`src/hw/rtl/oab_pkg.sv`:
```
// ----------------------------------------------------------------------------
// Overlap-add output buffer package
// Shared constants, register indexes and the issue-stage control bundle.
// ----------------------------------------------------------------------------
package oab_pkg;

  // Default values for the top-level parameters.
  localparam int STORE_DEPTH_DEF = 4096;
  localparam int SAMPLE_BITS_DEF = 16;
  localparam int ACC_BITS_DEF    = 24;

  // Fixed field widths.
  localparam int IN_W     = 16;  // grain sample width on the input side
  localparam int OUT_W    = 16;  // output sample width
  localparam int LEN_W    = 12;  // grain_len and hop registers
  localparam int DELAY_W  = 13;  // delay register
  localparam int GAIN_W   = 16;  // Q2.14 gain register
  localparam int GI_W     = 11;  // grain index counter
  localparam int SCALED_W = 18;  // rounded, scaled grain sample
  localparam int GAIN_FRAC = 14;

  localparam int MAX_GRAIN = 2048;

  // Depth of the result queue in front of the output port.
  localparam int OQ_DEPTH = 3;

  // Register reset values.
  localparam logic [LEN_W-1:0]   GRAIN_LEN_RST = 12'd256;
  localparam logic [LEN_W-1:0]   HOP_RST       = 12'd64;
  localparam logic [DELAY_W-1:0] DELAY_RST     = 13'd0;
  localparam logic [GAIN_W-1:0]  GAIN_RST      = 16'd10923;

  // Configuration register indexes.
  typedef enum logic [1:0] {
    REG_GRAIN_LEN = 2'd0,
    REG_HOP       = 2'd1,
    REG_DELAY     = 2'd2,
    REG_GAIN      = 2'd3
  } reg_idx_t;

  // Operation codes carried in the input tuser.
  localparam logic OP_ADD  = 1'b0;
  localparam logic OP_READ = 1'b1;

  // Control bundle handed from the issue stage to the read-modify-write stage.
  typedef struct packed {
    logic valid;  // an item is in the read-modify-write stage
    logic rd;     // readable read: return the slot and clear it
    logic wr;     // the slot is written back
    logic ovf;    // dropped add sample
  } iss_t;

endpackage

```
`src/hw/rtl/oab_out_queue.sv`:
```
// ----------------------------------------------------------------------------
// Overlap-add result queue
// Small register queue that decouples the pipeline from output back-pressure.
// ----------------------------------------------------------------------------
module oab_out_queue #(
  parameter int WIDTH = 34
) (
  input  logic             clk,
  input  logic             rst,
  input  logic             push,
  input  logic [WIDTH-1:0] push_word,
  output logic             out_valid,
  input  logic             out_ready,
  output logic [WIDTH-1:0] out_word,
  output logic [1:0]       count
);

  import oab_pkg::*;

  localparam logic [1:0] LAST_IDX = 2'(OQ_DEPTH - 1);

  logic [WIDTH-1:0] entry [OQ_DEPTH];
  logic [1:0]       wr_idx;
  logic [1:0]       rd_idx;
  logic             pop;

  assign out_valid = count != 2'd0;
  assign out_word  = entry[rd_idx];
  assign pop       = out_valid && out_ready;

  always_ff @(posedge clk) begin
    if (rst) begin
      wr_idx <= '0;
      rd_idx <= '0;
      count  <= '0;
    end else begin
      if (push) begin
        wr_idx <= (wr_idx == LAST_IDX) ? '0 : wr_idx + 2'd1;
      end
      if (pop) begin
        rd_idx <= (rd_idx == LAST_IDX) ? '0 : rd_idx + 2'd1;
      end
      count <= count + 2'(push) - 2'(pop);
    end
  end

  always_ff @(posedge clk) begin
    if (push) begin
      entry[wr_idx] <= push_word;
    end
  end

endmodule

```
`config.mk`:
```
export PLATFORM = sky130hd
export DESIGN_NAME = oab_out_queue
export DESIGN_NICKNAME = d
export VERILOG_FILES = /design/src/hw/rtl/oab_pkg.sv /design/src/hw/rtl/oab_out_queue.sv
export SDC_FILE = /design/constraint.sdc
export NUM_CORES = 1
export LEC_CHECK = 0
export BUFFER_PORTS_ARGS = -buffer_cell sky130_fd_sc_hd__buf_2
export CAP_MARGIN = 40
export CELL_PAD_IN_SITES_DETAIL_PLACEMENT = 0
export CELL_PAD_IN_SITES_GLOBAL_PLACEMENT = 2
export CORE_MARGIN = 8
export CORE_UTILIZATION = 42
export DETAILED_ROUTE_END_ITERATION = 7
export PLACE_DENSITY_LB_ADDON = 0.1
export RECOVER_POWER = 50
export SLEW_MARGIN = 20
export SYNTH_ARGS = -nofsm -noshare
export SYNTH_HDL_FRONTEND = slang
export SYNTH_SLANG_ARGS = --single-unit
```
`constraint.sdc`:
```
create_clock -name clk -period 7.46 [get_ports clk]
set_input_delay 0 -clock clk [delete_from_list [all_inputs] [get_ports clk]]
set_output_delay 0 -clock clk [all_outputs]
set_load 0.02 [all_outputs]
```
### Word level (Yosys, flattened, before mapping)

Memory sizes are Yosys's and may differ from the RTL's. A register that Yosys moved wholly into a read port is not among the register bits.
Index checks and enable logic that the tools add are counted.
W data, S select, Z words.

| storage, ports and cells | value |
|---|---|
| flip-flop bits (word level) | 6 |
| bits in writable memories | 102 |
| input port bits | 38 |
| output and inout bits | 37 |
| memories kept | 1 |

| operators by class | value |
|---|---|
| $add $sub $neg | 4 |
| equal/unequal tests | 2 |
| muxes and demuxes | 6 |
| reductions and logical operators | 2 |

Memories:

| name | words | bits a word | rd ports | clocked after Yosys merged registers in | write ports | RTL line | source |
|---|---|---|---|---|---|---|---|
| entry | 3 | 34 | 1 | 1 | 1 | oab_out_queue.sv:22 | `logic [WIDTH-1:0] entry [OQ_DEPTH];` |

Operator list:

| cell | number |
|---|---|
| $mux W2 | 4 |
| $add A2 B1 Y2 const B | 2 |
| $eq A2 B2 Y1 const B | 2 |
| $add A2 B1 Y2 | 1 |
| $mux W1 | 2 |
| $reduce_bool A2 Y1 | 1 |
| $sub A2 B1 Y2 | 1 |
| $logic_and A1 B1 Y1 | 1 |

### Logic depth before layout (Yosys ltp)

Gate-level depths: netlist of the first run.

| logic depth | value |
|---|---|
| word-level depth | 4 |
| mapped depth | 5 |

### Worst setup path after synthesis of the first run

No wires, ideal clock.

| path | value |
|---|---|
| kind | register -> register |
| start | register wr_idx[1] |
| end | memory entry[0][0] (enable) |
| arrival time | 2.921 ns |
| slack | 4.062 ns |
| cell stages (with the launch flop) | 2 |
| path buffers | 0 |
| period minus slack after synthesis | 3.398 ns |
| cell sequence | dfxtp_1 -> nor3b_1 |

RTL lines:

| element | RTL line | source |
|---|---|---|
| start, declared | oab_out_queue.sv:23 | `logic [1:0] wr_idx;` |
| start signal, assigned | oab_out_queue.sv:38 | `wr_idx <= (wr_idx == LAST_IDX) ? '0 : wr_idx + 2'd1;` |
| end, declared | oab_out_queue.sv:22 |  |

Straight into the memory's write port.

### Worst setup path in the final report of the first run

| path | value |
|---|---|
| start | register wr_idx[0] |
| end | memory entry[1][21] (enable) |

Straight into the memory's write port.

==> results of run 1 <==
[worst max-delay path by stage]
stage                    from      endpoint  slack [ns]  cells past startpoint
detailed placement  wr_idx[1]  entry[0][33]        5.67                      2
CTS                 flip-flop   out_word[2]        5.41                      4
global route        wr_idx[0]  entry[1][26]        4.96                      3
floorplan           wr_idx[1]   entry[0][0]        4.06                      1
global placement    wr_idx[1]  entry[2][18]        5.63                      2
finish              wr_idx[0]  entry[1][21]        5.12                      3
[timing repair]
action | in CTS | in global routing
endpoints found under the setup margin | 0 | 0
hold buffers | 36 | 0
resized for setup | 0 | 0
endpoints found under the hold margin | 109 | 0
[metal layers]
layer / track usage / wire (µm) / vias to the layer above
li1: - / - / 1170
met1: 0.1403 / 3273 / 1074
met2: 0.2011 / 3631 / 54
met3: 0.03534 / 366 / 6
met4: 0.03678 / 74 / 0
met5: 0 / 0 / -
[cells in the mapped netlist]
cell type  instances  area [µm²]
o21ai_0           35       175.2
clkbuf_1           7       26.28
inv_1              2       7.510
nor2b_1            2       12.51
nand2_1           39       146.4
mux2i_1           35       350.3
a21oi_1            5       25.02
o21ai_2            1       8.760
or2_2              1       6.260
nor2_1             5       18.77
or3b_1             1       8.760
buf_4              4       30.03
nor3b_1            1       7.510
edfxtp_1         102        3063
buf_2              1       5.000
or3_1              1       6.260
ha_1               1       12.51
mux2_2             2       22.52
dfxtp_1            8       160.2
[sequential cells by signal, summed over array words and instances, names as in the netlist, named ones only]
name    count
rd_idx      2
wr_idx      2
entry     102
count       2
[final cells by class]
cell class,instances,area share
inverter,2,0.001451
multi-input combinational,129,0.1555
sequential,110,0.6233
tap,133,0.03216
clock inverter,7,0.01402
timing repair buffer,115,0.1497
clock buffer,9,0.02394
[kinds of logic (layout without fill, tap and decap cells)]
family | after synthesis | count (layout) | synth area share
DFF | 110 | 110 | 0.7875
and+or+nand+nor | 50 | 50 | 0.05045
AOI/OAI and AO/OA | 41 | 41 | 0.05105
muxes | 37 | 37 | 0.09110
buffers and inverters | 14 | 133 | 0.01682
adders and majority gates | 1 | 1 | 0.003057
[cell usage in the layout, fill, tap and decap left out, drive strengths merged]
cell         instances
nand2               39
mux2i               35
bufinv               1
edfxtp             102
or2                  1
dlygate4sd3         36
buf                 42
o21ai               36
nor2                 5
dfxtp                8
inv                  4
nor2b                2
or3                  1
nor3b                1
ha                   1
mux2                 2
clkbuf              46
or3b                 1
clkinv               4
a21oi                5
[power by group]
group	switching [mW]	internal [mW]	leakage [nW]	total, mW
Combinational	0.0785	0.0526	0.594	0.131
Clock	0.195	0.157	0.0993	0.351
Sequential	0.00953	0.702	1.01	0.712
[critical path: stages, from the launching register on]
cell and delay [ns]:
dfxtp_1 0.42, nand2_1 0.10, nor2_1 1.27, buf_16 0.25
[per-stage QoR]
stage	instance area [µm²]	setup slack, ns	total power, mW
floorplan	4093	4.062	0.7978
global placement	4606	5.627	0.8458
detailed placement	4681	5.670	0.8504
CTS	5238	5.407	1.210
global route	5175	4.961	1.246
finish	5175	5.116	1.195
==> impl_metrics.csv, run 1 <==
group,metric,value,unit
run_status,outcome,"finished, violations left",
run_status,violations,"max-capacitance violations, max-slew violations",
drt,wirelength,7346,µm
sta,finalCriticalPeriod,2.345,ns
yosys,ys_seq_area_frac,0.7875,
sta,maxSlewViolCount,17,
sta,hold_slack,0.1169,ns
clock_network,cts_buffers,9,
clock_network,cts.path.max_buffers,2,
cells_and_area,antenna_cells,0,
min_path,hp-start,"out_ready",
pwr,p_per_area,230.8,mW/mm²
grt,grt_pass1_vias,2362,
worst_setup_path,cp.required,7.52,ns
drt,drt_first_pass_iters,4,
yosys,yosys_warnings,0,
yosys,ys_types,19,
floorplanning,pin_count,75,
floorplanning,die_area,0.01316,mm²
drt,remaining_drc_errors,0,
sta,clock.fmax,0.4265,GHz
cells_and_area,area_growth_syn_to_layout,26.44,%
drt,wl_per_cell,14.55,µm
drt,via_count,2304,
min_path,min-delay-path-class,"in2reg",
worst_setup_path,end_kind,"flip-flop",
worst_setup_path,crit_fanout,18,
cells_and_area,layout.cells.non_filler,505,
sta,fin_crit_sh,0.3143,
floorplanning,die_y,114.7,µm
worst_setup_path,worstSetupStartpointType,"flip-flop",
yosys,synthesis.nets,292,
cells_and_area,regArea,0.003226,mm²
sta,slew_headroom,-0.1417,
sta,fin_setup_tns,0,ns
worst_setup_path,crit-reg2reg-launch,"wr_idx[0]",
worst_setup_path,rr_endpoint,"entry[1][21]",
flow_run,cap_violations,1,
worst_setup_path,worstPathArrival,2.41,ns
grt,antenna_found_initial,0,
drt,via_per_inst,4.562,
floorplanning,die_w,114.7,µm
sta,setup_viol,0,
drt,drt_iter0_markers,80,
place,dp_cells,453,
place,place_congestion,0.6829,
sta,finalClockSkew,0.005452,ns
grt,grt_overflow_total,0,
clock_network,clock-sinks,110,
grt,grtUsageTotal,0.1179,
floorplanning,std_cell_rows,36,
pwr,power.leakage,1.703,nW
clock_network,clkTransAtPathRegs,0.10,ns
cells_and_area,fin_nets,406,
cells_and_area,nFillCells,825,
pwr,ir_worst_vdd,0.1100,mV
cells_and_area,drive_gt1_frac,0.1667,
clock_network,clk_latency,0.35,ns
min_path,min_path_cells,4,
drt,ant_nets,0,
cells_and_area,fin_util,0.5394,
grt,grt_max_degree,47,
place,dp_hpwl,4794,µm
sta,hold_viol,0,
clock_network,htree_num_levels,3,
worst_setup_path,r2r_slack,5.12,ns
cells_and_area,multi_input_area,804.5,µm²
grt,grt_pass1_wl,11850,µm
clock_network,cts_setup_buffers,0,
yosys,netlist_area,0.004093,mm²
floorplanning,coreArea,0.009594,mm²
floorplanning,start_util,0.4266,
sta,worst_pin_slew,1.706,ns
yosys,ys_ff_latch,110,
place,io_buffers,74,
yosys,netlist_instances,253,
sta,rsz0062_at_grt,"no",
clock_network,cts_root_buffer,"clkbuf_8",
yosys,avgSynthCellArea,16.18,µm²
clock_network,cts_tree,"built",
worst_setup_path,r2r_cells,3,
worst_setup_path,critical_path_class,"reg2reg",
Power figures use the tool's default switching activity.
==> run 2, diff against run 1 <==
--- a/config.mk
+++ b/config.mk
@@ -10,7 +10,7 @@
 export CELL_PAD_IN_SITES_DETAIL_PLACEMENT = 0
 export CELL_PAD_IN_SITES_GLOBAL_PLACEMENT = 2
 export CORE_MARGIN = 8
-export CORE_UTILIZATION = 42
+export CORE_UTILIZATION = 39
 export DETAILED_ROUTE_END_ITERATION = 7
 export PLACE_DENSITY_LB_ADDON = 0.1
 export RECOVER_POWER = 50
==> constraint.sdc (replaced) <==
create_clock -name clk -period 2.2 [get_ports clk]
set_input_delay 0 -clock clk [delete_from_list [all_inputs] [get_ports clk]]
set_output_delay 0 -clock clk [all_outputs]
set_load 0.02 [all_outputs]
==> impl_metrics.csv, run 2 (same netlist as run 1, synthesis figures left out) <==
group,metric,value,unit
run_status,outcome,"completed",
min_path,min-delay-path-class,"in2reg",
worst_setup_path,cpPeakStageDelay,0.65,ns
sta,clock.fmax,0.5465,GHz
grt,grtUsageTotal,0.1097,
drt,via_count,2322,
cells_and_area,largest_reg_flops,102,
drt,via_per_inst,4.526,
clock_network,cts.repair.resized,0,
cells_and_area,fin_util,0.4999,
sta,worst_pin_slew,0.5357,ns
cells_and_area,layout_commonest_cell,"edfxtp_1",
cells_and_area,fin_nets,412,
grt,grt_overflow_total,0,
sta,finalWorstSetupSlack,0.3700,ns
floorplanning,std_cell_rows,37,
clock_network,cts_buffers,9,
pwr,p_total,3.930,mW
floorplanning,die_area,0.01403,mm²
pwr,power.leakage,1.708,nW
worst_setup_path,critical_path_class,"reg2out",
grt,grt_pass1_wl,12100,µm
worst_setup_path,cp.buffers_inverters,2,
floorplanning,start_util,0.3982,
drt,ant_nets,0,
grt,antenna_found_initial,0,
clock_network,cts_root_buffer,"clkbuf_8",
sta,finalClockSkew,0.008940,ns
sta,fin_crit_sh,0.8318,
clock_network,cts_setup_buffers,0,
cells_and_area,multi_input_area,804.5,µm²
place,dp_hpwl,5166,µm
cells_and_area,regMostFlops,"entry",
pwr,ir_worst_vdd,0.3369,mV
place,io_buffers,74,
floorplanning,pin_count,75,
place,place_ws,0.6024,ns
sta,slew_headroom,0.6415,
sta,rsz0062_at_grt,"no",
drt,drt_iter0_markers,127,
worst_setup_path,crit_fanout,16,
clock_network,clock-sinks,110,
sta,hold_viol,0,
worst_setup_path,worstSetupStartpointType,"flip-flop",
clock_network,clkTransAtPathRegs,0.10,ns
cells_and_area,drive_gt1_frac,0.1830,
sta,maxSlewViolCount,0,
drt,drt_first_pass_iters,4,
drt,remaining_drc_errors,0,
floorplanning,coreArea,0.01028,mm²
sta,finalCriticalPeriod,1.830,ns
worst_setup_path,end_kind,"output pin",
cells_and_area,regArea,0.003226,mm²
sta,fin_setup_tns,0,ns
flow_run,cap_violations,0,
grt,grt_max_degree,33,
sta,setup_viol,0,
worst_setup_path,cp.required,2.20,ns
clock_network,cts_tree,"built",
drt,wirelength,7594,µm
worst_setup_path,slowest_stage,"dfxtp_2",
worst_setup_path,worstPathArrival,1.83,ns
cells_and_area,nFillCells,940,
grt,grt_pass1_vias,2466,
clock_network,cts.path.max_buffers,2,
floorplanning,die_w,118.4,µm
cells_and_area,final_cell_mix,"102 x edfxtp_1, 39 x nand2_1, 38 x clkbuf_1",
worst_setup_path,critPathTopFamily,"flip-flops",
cells_and_area,area_growth_syn_to_layout,25.53,%
sta,hold_slack,0.02675,ns
drt,wl_per_cell,14.80,µm
floorplanning,die_y,118.4,µm
worst_setup_path,cp_cell_sequence,"buf_4 -> mux2i_1 -> o21ai_0 -> buf_2",
pwr,p_per_area,765.0,mW/mm²
place,place_congestion,0.6682,
clock_network,htree_num_levels,3,
clock_network,clk_latency,0.35,ns
cells_and_area,antenna_cells,0,
## run 2: timing repair
action,in CTS,in global routing
setup endpoints to repair,0,0
hold endpoints to repair,109,0
hold buffers,35,0
## run 2: worst paths after layout
path              from      endpoint  slack (ns)  cells past startpoint
min               push     wr_idx[0]        0.03                      4
max          flip-flop  out_word[10]        0.37                      4
min reg2reg  rd_idx[0]     flip-flop        0.49                      2
max reg2reg  wr_idx[1]   entry[2][7]        0.59                      3
## run 2: cell type report
type,instances,share of cell area
well taps,136,0.03312
multi-input cells,129,0.1566
clock buffers,9,0.02411
flip-flops and latches,110,0.6279
clock inverters,6,0.008768
inverters,2,0.001461
repair buffers,121,0.1481
## run 2: per-layer routing
layer | GRT usage | share of wire | up-vias
met1 | 0.1300 | 0.46 | 1089
met5 | 0 | 0 | -
li1 | - | - | 1176
met4 | 0.04348 | 0.0083 | 0
met2 | 0.1851 | 0.48 | 52
met3 | 0.03141 | 0.046 | 5
## run 2: worst register-to-register path, cell delays in order, from the launching register on
cell and delay, ns:
dfxtp_1 0.44, nand2_1 0.09, nor2_1 0.43, buf_4 0.36
## run 2: report_power, final
part	switching, mW	internal, mW	total [mW]
clock	0.653	0.417	1.07
combinational	0.267	0.178	0.445
sequential	0.0343	2.38	2.42
## run 2: metrics by stage
| step | cell area [µm²] | std cells |
|---|---|---|
| finish | 5137 | 513 |
| global route | 5137 | 513 |
| CTS | 5210 | 513 |
| detailed placement | 4691 | 463 |
| global placement | 4691 | 463 |
| floorplan | 4098 | 253 |
