$ cat config.mk
export PLATFORM = sky130hd
export DESIGN_NAME = oab_ctrl
export DESIGN_NICKNAME = d
export VERILOG_FILES = /design/src/hw/rtl/oab_pkg.sv /design/src/hw/rtl/oab_ctrl.sv
export SDC_FILE = /design/constraint.sdc
export NUM_CORES = 2
export LEC_CHECK = 0
export BUFFER_PORTS_ARGS = -buffer_cell sky130_fd_sc_hd__buf_2
export CAP_MARGIN = 5
export CORE_UTILIZATION = 35
export DETAILED_ROUTE_END_ITERATION = 8
export GPL_ROUTABILITY_DRIVEN = 0
export GPL_TIMING_DRIVEN = 0
export PLACE_DENSITY_LB_ADDON = 0.2
export SLEW_MARGIN = 20
export SYNTH_ARGS = -nofsm -noshare
export SYNTH_HDL_FRONTEND = slang
export SYNTH_SLANG_ARGS = --single-unit
export TNS_END_PERCENT = 5
$ cat constraint.sdc
create_clock -name clk -period 9.1 [get_ports clk]
set_clock_uncertainty 0.1 [all_clocks]
set_input_delay 1.82 -clock clk [delete_from_list [all_inputs] [get_ports clk]]
set_output_delay 1.82 -clock clk [all_outputs]
set_load 0.01 [all_outputs]
$ cat src/hw/rtl/oab_pkg.sv
// ----------------------------------------------------------------------------
// Overlap-add output buffer package
// Shared constants, register indexes and the issue-stage control bundle.
// ----------------------------------------------------------------------------
package oab_pkg;

  // Default values for the top-level parameters.
  localparam int STORE_DEPTH_DEF = 4096;
  localparam int SAMPLE_BITS_DEF = 16;
  localparam int ACC_BITS_DEF    = 24;

  // Fixed field widths.
  localparam int IN_W     = 16;  // grain sample width on the input side
  localparam int OUT_W    = 16;  // output sample width
  localparam int LEN_W    = 12;  // grain_len and hop registers
  localparam int DELAY_W  = 13;  // delay register
  localparam int GAIN_W   = 16;  // Q2.14 gain register
  localparam int GI_W     = 11;  // grain index counter
  localparam int SCALED_W = 18;  // rounded, scaled grain sample
  localparam int GAIN_FRAC = 14;

  localparam int MAX_GRAIN = 2048;

  // Depth of the result queue in front of the output port.
  localparam int OQ_DEPTH = 3;

  // Register reset values.
  localparam logic [LEN_W-1:0]   GRAIN_LEN_RST = 12'd256;
  localparam logic [LEN_W-1:0]   HOP_RST       = 12'd64;
  localparam logic [DELAY_W-1:0] DELAY_RST     = 13'd0;
  localparam logic [GAIN_W-1:0]  GAIN_RST      = 16'd10923;

  // Configuration register indexes.
  typedef enum logic [1:0] {
    REG_GRAIN_LEN = 2'd0,
    REG_HOP       = 2'd1,
    REG_DELAY     = 2'd2,
    REG_GAIN      = 2'd3
  } reg_idx_t;

  // Operation codes carried in the input tuser.
  localparam logic OP_ADD  = 1'b0;
  localparam logic OP_READ = 1'b1;

  // Control bundle handed from the issue stage to the read-modify-write stage.
  typedef struct packed {
    logic valid;  // an item is in the read-modify-write stage
    logic rd;     // readable read: return the slot and clear it
    logic wr;     // the slot is written back
    logic ovf;    // dropped add sample
  } iss_t;

endpackage

$ cat src/hw/rtl/oab_ctrl.sv
// ----------------------------------------------------------------------------
// Overlap-add issue stage
// Holds the configuration registers and ring pointers, decides each item's
// slot and fate, issues the store read, scales the grain sample, and runs the
// clearing pass after reset.
// ----------------------------------------------------------------------------
module oab_ctrl #(
  parameter int STORE_DEPTH = oab_pkg::STORE_DEPTH_DEF
) (
  input  logic                           clk,
  input  logic                           rst,
  input  logic                           cfg_valid,
  input  logic [1:0]                     cfg_index,
  input  logic [oab_pkg::GAIN_W-1:0]     cfg_data,
  input  logic                           fire,
  input  logic                           op,
  input  logic [oab_pkg::IN_W-1:0]       left_in,
  input  logic [oab_pkg::IN_W-1:0]       right_in,
  output logic                           busy,
  output logic [$clog2(STORE_DEPTH)-1:0] raddr,
  output logic                           clr_we,
  output logic [$clog2(STORE_DEPTH)-1:0] clr_addr,
  output oab_pkg::iss_t                  iss,
  output logic [$clog2(STORE_DEPTH)-1:0] s1_addr,
  output logic [oab_pkg::SCALED_W-1:0]   scaled_l,
  output logic [oab_pkg::SCALED_W-1:0]   scaled_r
);

  import oab_pkg::*;

  localparam int AW = $clog2(STORE_DEPTH);
  localparam int PW = AW + 1;
  localparam int CW = ((AW > LEN_W) ? AW : LEN_W) + 2;
  localparam int PROD_W = IN_W + GAIN_W + 1;

  localparam logic [CW-1:0] DEPTH_C = CW'(STORE_DEPTH);
  localparam logic [AW-1:0] LAST_SLOT = AW'(STORE_DEPTH - 1);
  localparam logic [LEN_W-1:0] MAX_LEN = LEN_W'(MAX_GRAIN);

  // Configuration.
  logic [LEN_W-1:0]   grain_len;
  logic [LEN_W-1:0]   hop;
  logic [DELAY_W-1:0] delay;
  logic [GAIN_W-1:0]  gain;

  // Ring state.
  logic [AW-1:0]   read_pointer;
  logic [AW-1:0]   write_pointer;
  logic [PW-1:0]   pending_count;
  logic [GI_W-1:0] grain_index;
  logic [AW-1:0]   grain_offset;  // grain_index modulo the ring depth

  logic [AW-1:0]   read_pointer_next;
  logic [AW-1:0]   write_pointer_next;
  logic [PW-1:0]   pending_count_next;
  logic [GI_W-1:0] grain_index_next;
  logic [AW-1:0]   grain_offset_next;

  logic [LEN_W-1:0] len_eff;
  logic [LEN_W-1:0] hop_eff;
  logic             drop;
  logic             last;
  logic             readable;
  logic [AW:0]      slot_sum;
  logic [AW-1:0]    slot;
  logic [CW-1:0]    wp_sum;
  logic [AW-1:0]    wp_adv;
  logic [CW-1:0]    room_need;

  iss_t iss_next;

  logic signed [PROD_W-1:0] prod_l;
  logic signed [PROD_W-1:0] prod_r;
  logic signed [PROD_W-1:0] round_l;
  logic signed [PROD_W-1:0] round_r;

  // Effective grain length and hop, saturated into their legal ranges.
  always_comb begin
    if (grain_len == '0) begin
      len_eff = LEN_W'(1);
    end else if (grain_len > MAX_LEN) begin
      len_eff = MAX_LEN;
    end else begin
      len_eff = grain_len;
    end
    if (hop == '0) begin
      hop_eff = LEN_W'(1);
    end else if (hop > len_eff) begin
      hop_eff = len_eff;
    end else begin
      hop_eff = hop;
    end
  end

  assign room_need = CW'(pending_count) + CW'(len_eff);
  assign drop      = room_need > DEPTH_C;
  assign last      = (LEN_W'(grain_index) + LEN_W'(1)) >= len_eff;
  assign readable  = CW'(pending_count) > CW'(delay);

  // Slot of an add: write pointer plus grain offset, wrapped once.
  assign slot_sum = {1'b0, write_pointer} + {1'b0, grain_offset};
  assign slot     = (slot_sum >= (AW+1)'(STORE_DEPTH)) ?
                    AW'(slot_sum - (AW+1)'(STORE_DEPTH)) : slot_sum[AW-1:0];

  // Write pointer after a kept grain; hop never exceeds the depth then.
  assign wp_sum = CW'(write_pointer) + CW'(hop_eff);
  assign wp_adv = (wp_sum >= DEPTH_C) ? AW'(wp_sum - DEPTH_C) : wp_sum[AW-1:0];

  always_comb begin
    read_pointer_next  = read_pointer;
    write_pointer_next = write_pointer;
    pending_count_next = pending_count;
    grain_index_next   = grain_index;
    grain_offset_next  = grain_offset;
    iss_next           = '0;
    raddr              = slot;
    if (op == OP_READ) begin
      raddr = read_pointer;
    end
    if (fire) begin
      iss_next.valid = 1'b1;
      if (op == OP_READ) begin
        if (readable) begin
          iss_next.rd        = 1'b1;
          iss_next.wr        = 1'b1;
          read_pointer_next  = (read_pointer == LAST_SLOT) ? '0 : read_pointer + AW'(1);
          pending_count_next = pending_count - PW'(1);
        end
      end else begin
        iss_next.wr  = !drop;
        iss_next.ovf = drop;
        if (last) begin
          grain_index_next  = '0;
          grain_offset_next = '0;
          if (!drop) begin
            write_pointer_next = wp_adv;
            pending_count_next = PW'(CW'(pending_count) + CW'(hop_eff));
          end
        end else begin
          grain_index_next  = grain_index + GI_W'(1);
          grain_offset_next = (grain_offset == LAST_SLOT) ? '0 : grain_offset + AW'(1);
        end
      end
    end
  end

  // Q2.14 scaling with round half up; the arithmetic shift floors.
  assign prod_l  = PROD_W'($signed(left_in)) * $signed({1'b0, gain});
  assign prod_r  = PROD_W'($signed(right_in)) * $signed({1'b0, gain});
  assign round_l = (prod_l + PROD_W'(1 << (GAIN_FRAC - 1))) >>> GAIN_FRAC;
  assign round_r = (prod_r + PROD_W'(1 << (GAIN_FRAC - 1))) >>> GAIN_FRAC;

  always_ff @(posedge clk) begin
    if (rst) begin
      grain_len     <= GRAIN_LEN_RST;
      hop           <= HOP_RST;
      delay         <= DELAY_RST;
      gain          <= GAIN_RST;
      read_pointer  <= '0;
      write_pointer <= '0;
      pending_count <= '0;
      grain_index   <= '0;
      grain_offset  <= '0;
      iss           <= '0;
      busy          <= 1'b1;
      clr_addr      <= '0;
    end else begin
      if (cfg_valid) begin
        case (cfg_index)
          REG_GRAIN_LEN: grain_len <= cfg_data[LEN_W-1:0];
          REG_HOP:       hop       <= cfg_data[LEN_W-1:0];
          REG_DELAY:     delay     <= cfg_data[DELAY_W-1:0];
          REG_GAIN:      gain      <= cfg_data[GAIN_W-1:0];
          default:       ;
        endcase
      end
      read_pointer  <= read_pointer_next;
      write_pointer <= write_pointer_next;
      pending_count <= pending_count_next;
      grain_index   <= grain_index_next;
      grain_offset  <= grain_offset_next;
      iss           <= iss_next;
      if (busy) begin
        clr_addr <= clr_addr + AW'(1);
        if (clr_addr == LAST_SLOT) begin
          busy <= 1'b0;
        end
      end
    end
  end

  // Stage payload needs no reset.
  always_ff @(posedge clk) begin
    s1_addr  <= raddr;
    scaled_l <= round_l[SCALED_W-1:0];
    scaled_r <= round_r[SCALED_W-1:0];
  end

  assign clr_we = busy;

endmodule

### Yosys cells after proc, flatten, opt, wreduce, memory -nomap -nowiden

Cells that the tools add are included.

| storage, ports and cells | value |
|---|---|
| output and inout bits | 78 |
| input port bits | 55 |
| register bits | 178 |
| logic and storage cells | 90 |

| cells by class | value |
|---|---|
| order comparisons | 7 |
| bitwise logic cells | 3 |
| eq/ne operators | 8 |
| mux-type cells | 22 |
| $mul | 2 |
| add/sub/neg operators | 14 |
| reduce and logical (&&, ||, !) cells | 16 |

Operators by type and width:

| kind | number |
|---|---|
| 12-bit two-way mux | 10 |
| 32-bit by 15-bit adder with 32-bit output (second input constant) | 2 |
| 16-bit by 17-bit multiplier with 32-bit output | 2 |
| 13-bit two-way mux | 4 |
| 12-bit by 1-bit adder with 12-bit output (second input constant) | 3 |
| 12-bit == test (second input constant) | 3 |
| 12-bit by 12-bit adder with 13-bit output | 2 |
| 13-bit greater-or-equal comparator (second input constant) | 2 |
| 12-bit zero test | 2 |
| 12-bit by 1-bit subtractor with 12-bit output (second input constant) | 2 |
| 13-bit by 12-bit adder with 14-bit output | 1 |
| 14-bit by 13-bit greater-than comparator with 1-bit output (second input constant) | 1 |
| 13-bit by 12-bit adder with 13-bit output | 1 |
| 13-bit greater-than comparator | 1 |
| 13-bit by 1-bit subtractor with 13-bit output (second input constant) | 1 |
| 11-bit by 1-bit adder with 12-bit output (second input constant) | 1 |
| 12-bit greater-or-equal comparator | 1 |
| 12-bit greater-than comparator | 1 |
| 12-bit greater-than comparator (second input constant) | 1 |
| 11-bit by 1-bit adder with 11-bit output (second input constant) | 1 |
| 11-bit two-way mux | 1 |
| 2-bit AND reduction | 5 |
| 4-bit AND reduction | 2 |
| 3-bit OR reduction | 2 |
| other kinds (13) | 20 |

### Logic depth before layout (Yosys ltp)

| depth | value |
|---|---|
| depth after elaboration | 10 |
| gate-level depth with buffers | 26 |
| gate-level depth less buffers | 25 |

### Worst setup path after synthesis

No wires, ideal clock.

| timing | value |
|---|---|
| kind | input port to flip-flop |
| start point | in left_in[1] (netlist bit) |
| end point | reg scaled_l[16] (netlist bit) |
| required time | 8.928 ns |
| path buffers | 1 |
| library setup time | 0.072 ns |
| data arrival time | 7.377 ns |
| setup slack | 1.550 ns |
| stages | 23 |
| cells stage by stage | clkbuf_1 > nand2_1 > fa_1 > inv_1 > fa_1 > inv_1 > fa_1 > fa_1 > inv_1 > fa_1 > inv_1 > fa_1 > inv_1 > ha_1 > a21o_1 > a21o_1 > a21oi_1 > a2111oi_0 > o2111a_1 > o311ai_0 > nand2b_1 > a21oi_1 > xnor2_1 |

| between the ends | value |
|---|---|
| longest elaborated chain between the ends | 2 |

Ends and longest elaborated chain:

| what | RTL line | text |
|---|---|---|
| start: declaration | oab_ctrl.sv:17 | `input logic [oab_pkg::IN_W-1:0] left_in,` |
| 16-bit by 17-bit multiplier with 32-bit output | oab_ctrl.sv:148 | `assign prod_l = PROD_W'($signed(left_in)) * $signed({1'b0, gain});` |
| 32-bit by 15-bit adder with 32-bit output | oab_ctrl.sv:150 | `assign round_l = (prod_l + PROD_W'(1 << (GAIN_FRAC - 1))) >>> GAIN_FRAC;` |
| net round_l[16] | oab_ctrl.sv:74 | `logic signed [PROD_W-1:0] round_l;` |
| end signal: assignment | oab_ctrl.sv:195 | `scaled_l <= round_l[SCALED_W-1:0];` |
| end: declaration | oab_ctrl.sv:25 | `output logic [oab_pkg::SCALED_W-1:0] scaled_l,` |

The timed path passes the listed nets, and every way through them passes these cells.
A chain may end at the register's enable or synchronous reset.

### Worst setup path in the final report

| timing | value |
|---|---|
| start point | in left_in[1] (netlist bit) |
| end point | reg scaled_l[17] (netlist bit) |

Same word-level chain as after synthesis.

==> out/results.txt <==
cells after synthesis: 3018
via/cell ratio: 4.86
synthesis-to-layout area growth: 9.66%
Cell Rows: 99
most used cell, CP: fa_1
core area: 73200 sq um
commonest cells after routing, fill and taps aside: inv_1, nand2_1, fa_1, ha_1, dfxtp_1
Hold Crit Class: reg -> reg
Horiz. Die Dim: 275 um
CTS Buffer Depth: 2
Max Slew Vio Count: 0
failing checks: design-rule violations
number of synthesized flops with an enable pin: 0
CP max FO: 10
Avg Cell Area, Syn: 8.62 sq um
Tmin final: 7990 ps
Fillers: 7598
Req. time, crit path: 9420 ps
area of the multi-input gates: 20000 sq um
largest net degree at the start of global routing: 23
most common cell after layout, fill and taps aside: inv_1
clk slew on worst S/H paths: 80 ps
Crit Path Category: in -> reg
Yosys reg bits: 178
dpl cell area: 27900 sq um
Async S/R FF share, synth: 0%
Power Density: 262 nW/um^2
GRT overflow: 0
Initial Utilization: 35.5%
FF/Latch Area: 3560 sq um
sequential area share after synthesis: 13.7%
Tightest Pin Transition: 952 ps
Starting DRT DRC Count: 1039
layout cells sized above 1: 6.22%
first-pass GRT wire length: 114000 um
Die H: 275 um
IO Pins: 133
Final Hold Viols: 0
Post-CTS Setup Bufs: 0
Die Area: 75400 sq um
Final #Nets: 3928
status: complete, but fails checks
Design Area, Final: 28500 sq um
CTS tree: yes
Port Buffers: 131
Worst EP arrival: 8310 ps
sum of negative setup slack: 0 ps
Startpoint Class: input port
Leak Pwr: 14.3 nW
FMAX: 125 MHz
Hold Buf Count CTS: 0
Resize count post-CTS: 0
Syn Nets: 3778
hpwl dp: 59600 um
RSZ-0062 raised after global routing: no
slowest CP cell: a2111oi_1
crit path capture type: register
htree depth: 4
Peak VDD IR: 356 uV
vias in the first global route: 20700
Synth cell types: 79
crit-path max cell delay: 860 ps
period utilisation layout: 87.8%
Vias: 20100
initial antenna violation count: 8
Skew-Pair Late Insertion Delay: 510 ps
Synth Flop Type: dfxtp_1
Mapped Area: 26000 sq um
Root Buffer: clkbuf_16
CTS buffer count: 17
routed length per instance: 17.1 um
Max-cap violations: 0
Yosys Warn Count: 0
post-route ant nets: 0
Detailed Route WL: 70900 um
Setup Viol. Count Final: 0
TritonRoute pass-1 iters: 7
Global Route Usage Sum: 19.7%
Num Clock Sinks: 178
CP Cell Sequence: buf_2 -> clkbuf_1 -> nand2_1 -> fa_1 -> inv_1 -> fa_1 -> inv_1 -> fa_1 -> fa_1 -> inv_1 -> fa_1 -> inv_1 -> fa_1 -> inv_1 -> ha_1 -> a21o_1 -> a21o_1 -> a21oi_1 -> a2111oi_1 -> o2111a_1 -> o311ai_0 -> o21ai_0 -> xnor2_1
Remaining DRCs: 8
relative slew slack: 36.6%
## critical path, delay by kind of cell
kind / cells / cell delay [ps]
buf+inv: 7 / 870
fa+ha+maj: 7 / 3340
xor+xnor: 1 / 160
simple gates: 1 / 160
compound gates: 7 / 1940
## kinds of logic after synthesis
kind of cell               count (synthesis)  share of synthesized area, %
adders and majority gates                705                          45.2
AOI/OAI and AO/OA                        312                          7.83
muxes                                     37                          1.44
xor gates and xnor gates                 103                          3.47
and+or+nand+nor                         1022                          18.7
buffers and inverters                    661                          9.64
DFF                                      178                          13.7
## through the flow
stage                     hold WS, ps  cells  util, %  total power (W)  worst slack [ps]
after CTS                         359   4140     39.0          0.00766              1070
after detailed placement          349   4108     38.1          0.00678               522
after global placement            344   4108     38.1          0.00676               311
after floorplan                   336   3018        -          0.00540              1550
after global routing              377   4142     39.0          0.00848               643
final                             359   4145     39.0          0.00746              1110
## synth_stat cells (19+ instances only)
master,count,area (sq um)
inv_1,544,2040
nand2_1,488,1830
fa_1,392,7850
ha_1,313,3920
dfxtp_1,178,3560
and2_1,176,1100
nor2_1,140,526
clkbuf_1,110,413
a21oi_1,107,536
o21ai_0,62,310
xnor2_1,52,455
xor2_1,51,447
nand2b_1,50,313
a21o_1,34,255
mux2i_1,33,330
and3_1,25,156
nand3b_1,25,188
nand3_1,23,115
o21a_1,19,143
## per-layer routing
| layer | wire, um | vias up | global-route usage, % |
|---|---|---|---|
| li1 | - | 9736 | - |
| met1 | 31300 | 9937 | 25.5 |
| met2 | 34900 | 385 | 34.3 |
| met3 | 2980 | 87 | 2.23 |
| met4 | 1820 | 0 | 5.95 |
| met5 | 0 | - | 0 |
## report_power, final
part	switching (W)	internal (W)
clock	0.000432	0.000386
combinational	0.00307	0.00251
sequential	0.0000877	0.000981
total	0.00359	0.00387
## path summary, 6_finish.rpt
check                                            from               endpoint  slack, ps  cells past startpoint
worst min register to register  delay[6]$_SDFFE_PP0P_  delay[6]$_SDFFE_PP0P_        360                      2
worst max-delay path                       left_in[1]   scaled_l[17]$_DFF_P_       1110                     23
worst min-delay path            delay[6]$_SDFFE_PP0P_  delay[6]$_SDFFE_PP0P_        360                      2
worst max register to register  gain[11]$_SDFFE_PP1P_   scaled_l[17]$_DFF_P_       1670                     21
## state kept, by name (all words and copies together) (netlist names), 13 cells and up
| name | count |
|---|---|
| scaled_r | 18 |
| pending_count | 13 |
| delay | 13 |
| scaled_l | 18 |
| gain | 16 |
## cell type report
type | instances | share of cell area, %
buffer | 117 | 1.64
timing repair buffer | 131 | 2.30
sequential | 178 | 12.5
multi-input combinational | 2179 | 69.9
inverter | 544 | 7.16
tap | 959 | 4.20
clock inverter | 15 | 0.767
antenna | 5 | 0.0438
clock buffer | 17 | 1.49
Note: power is estimated with default switching activity, not from simulation.
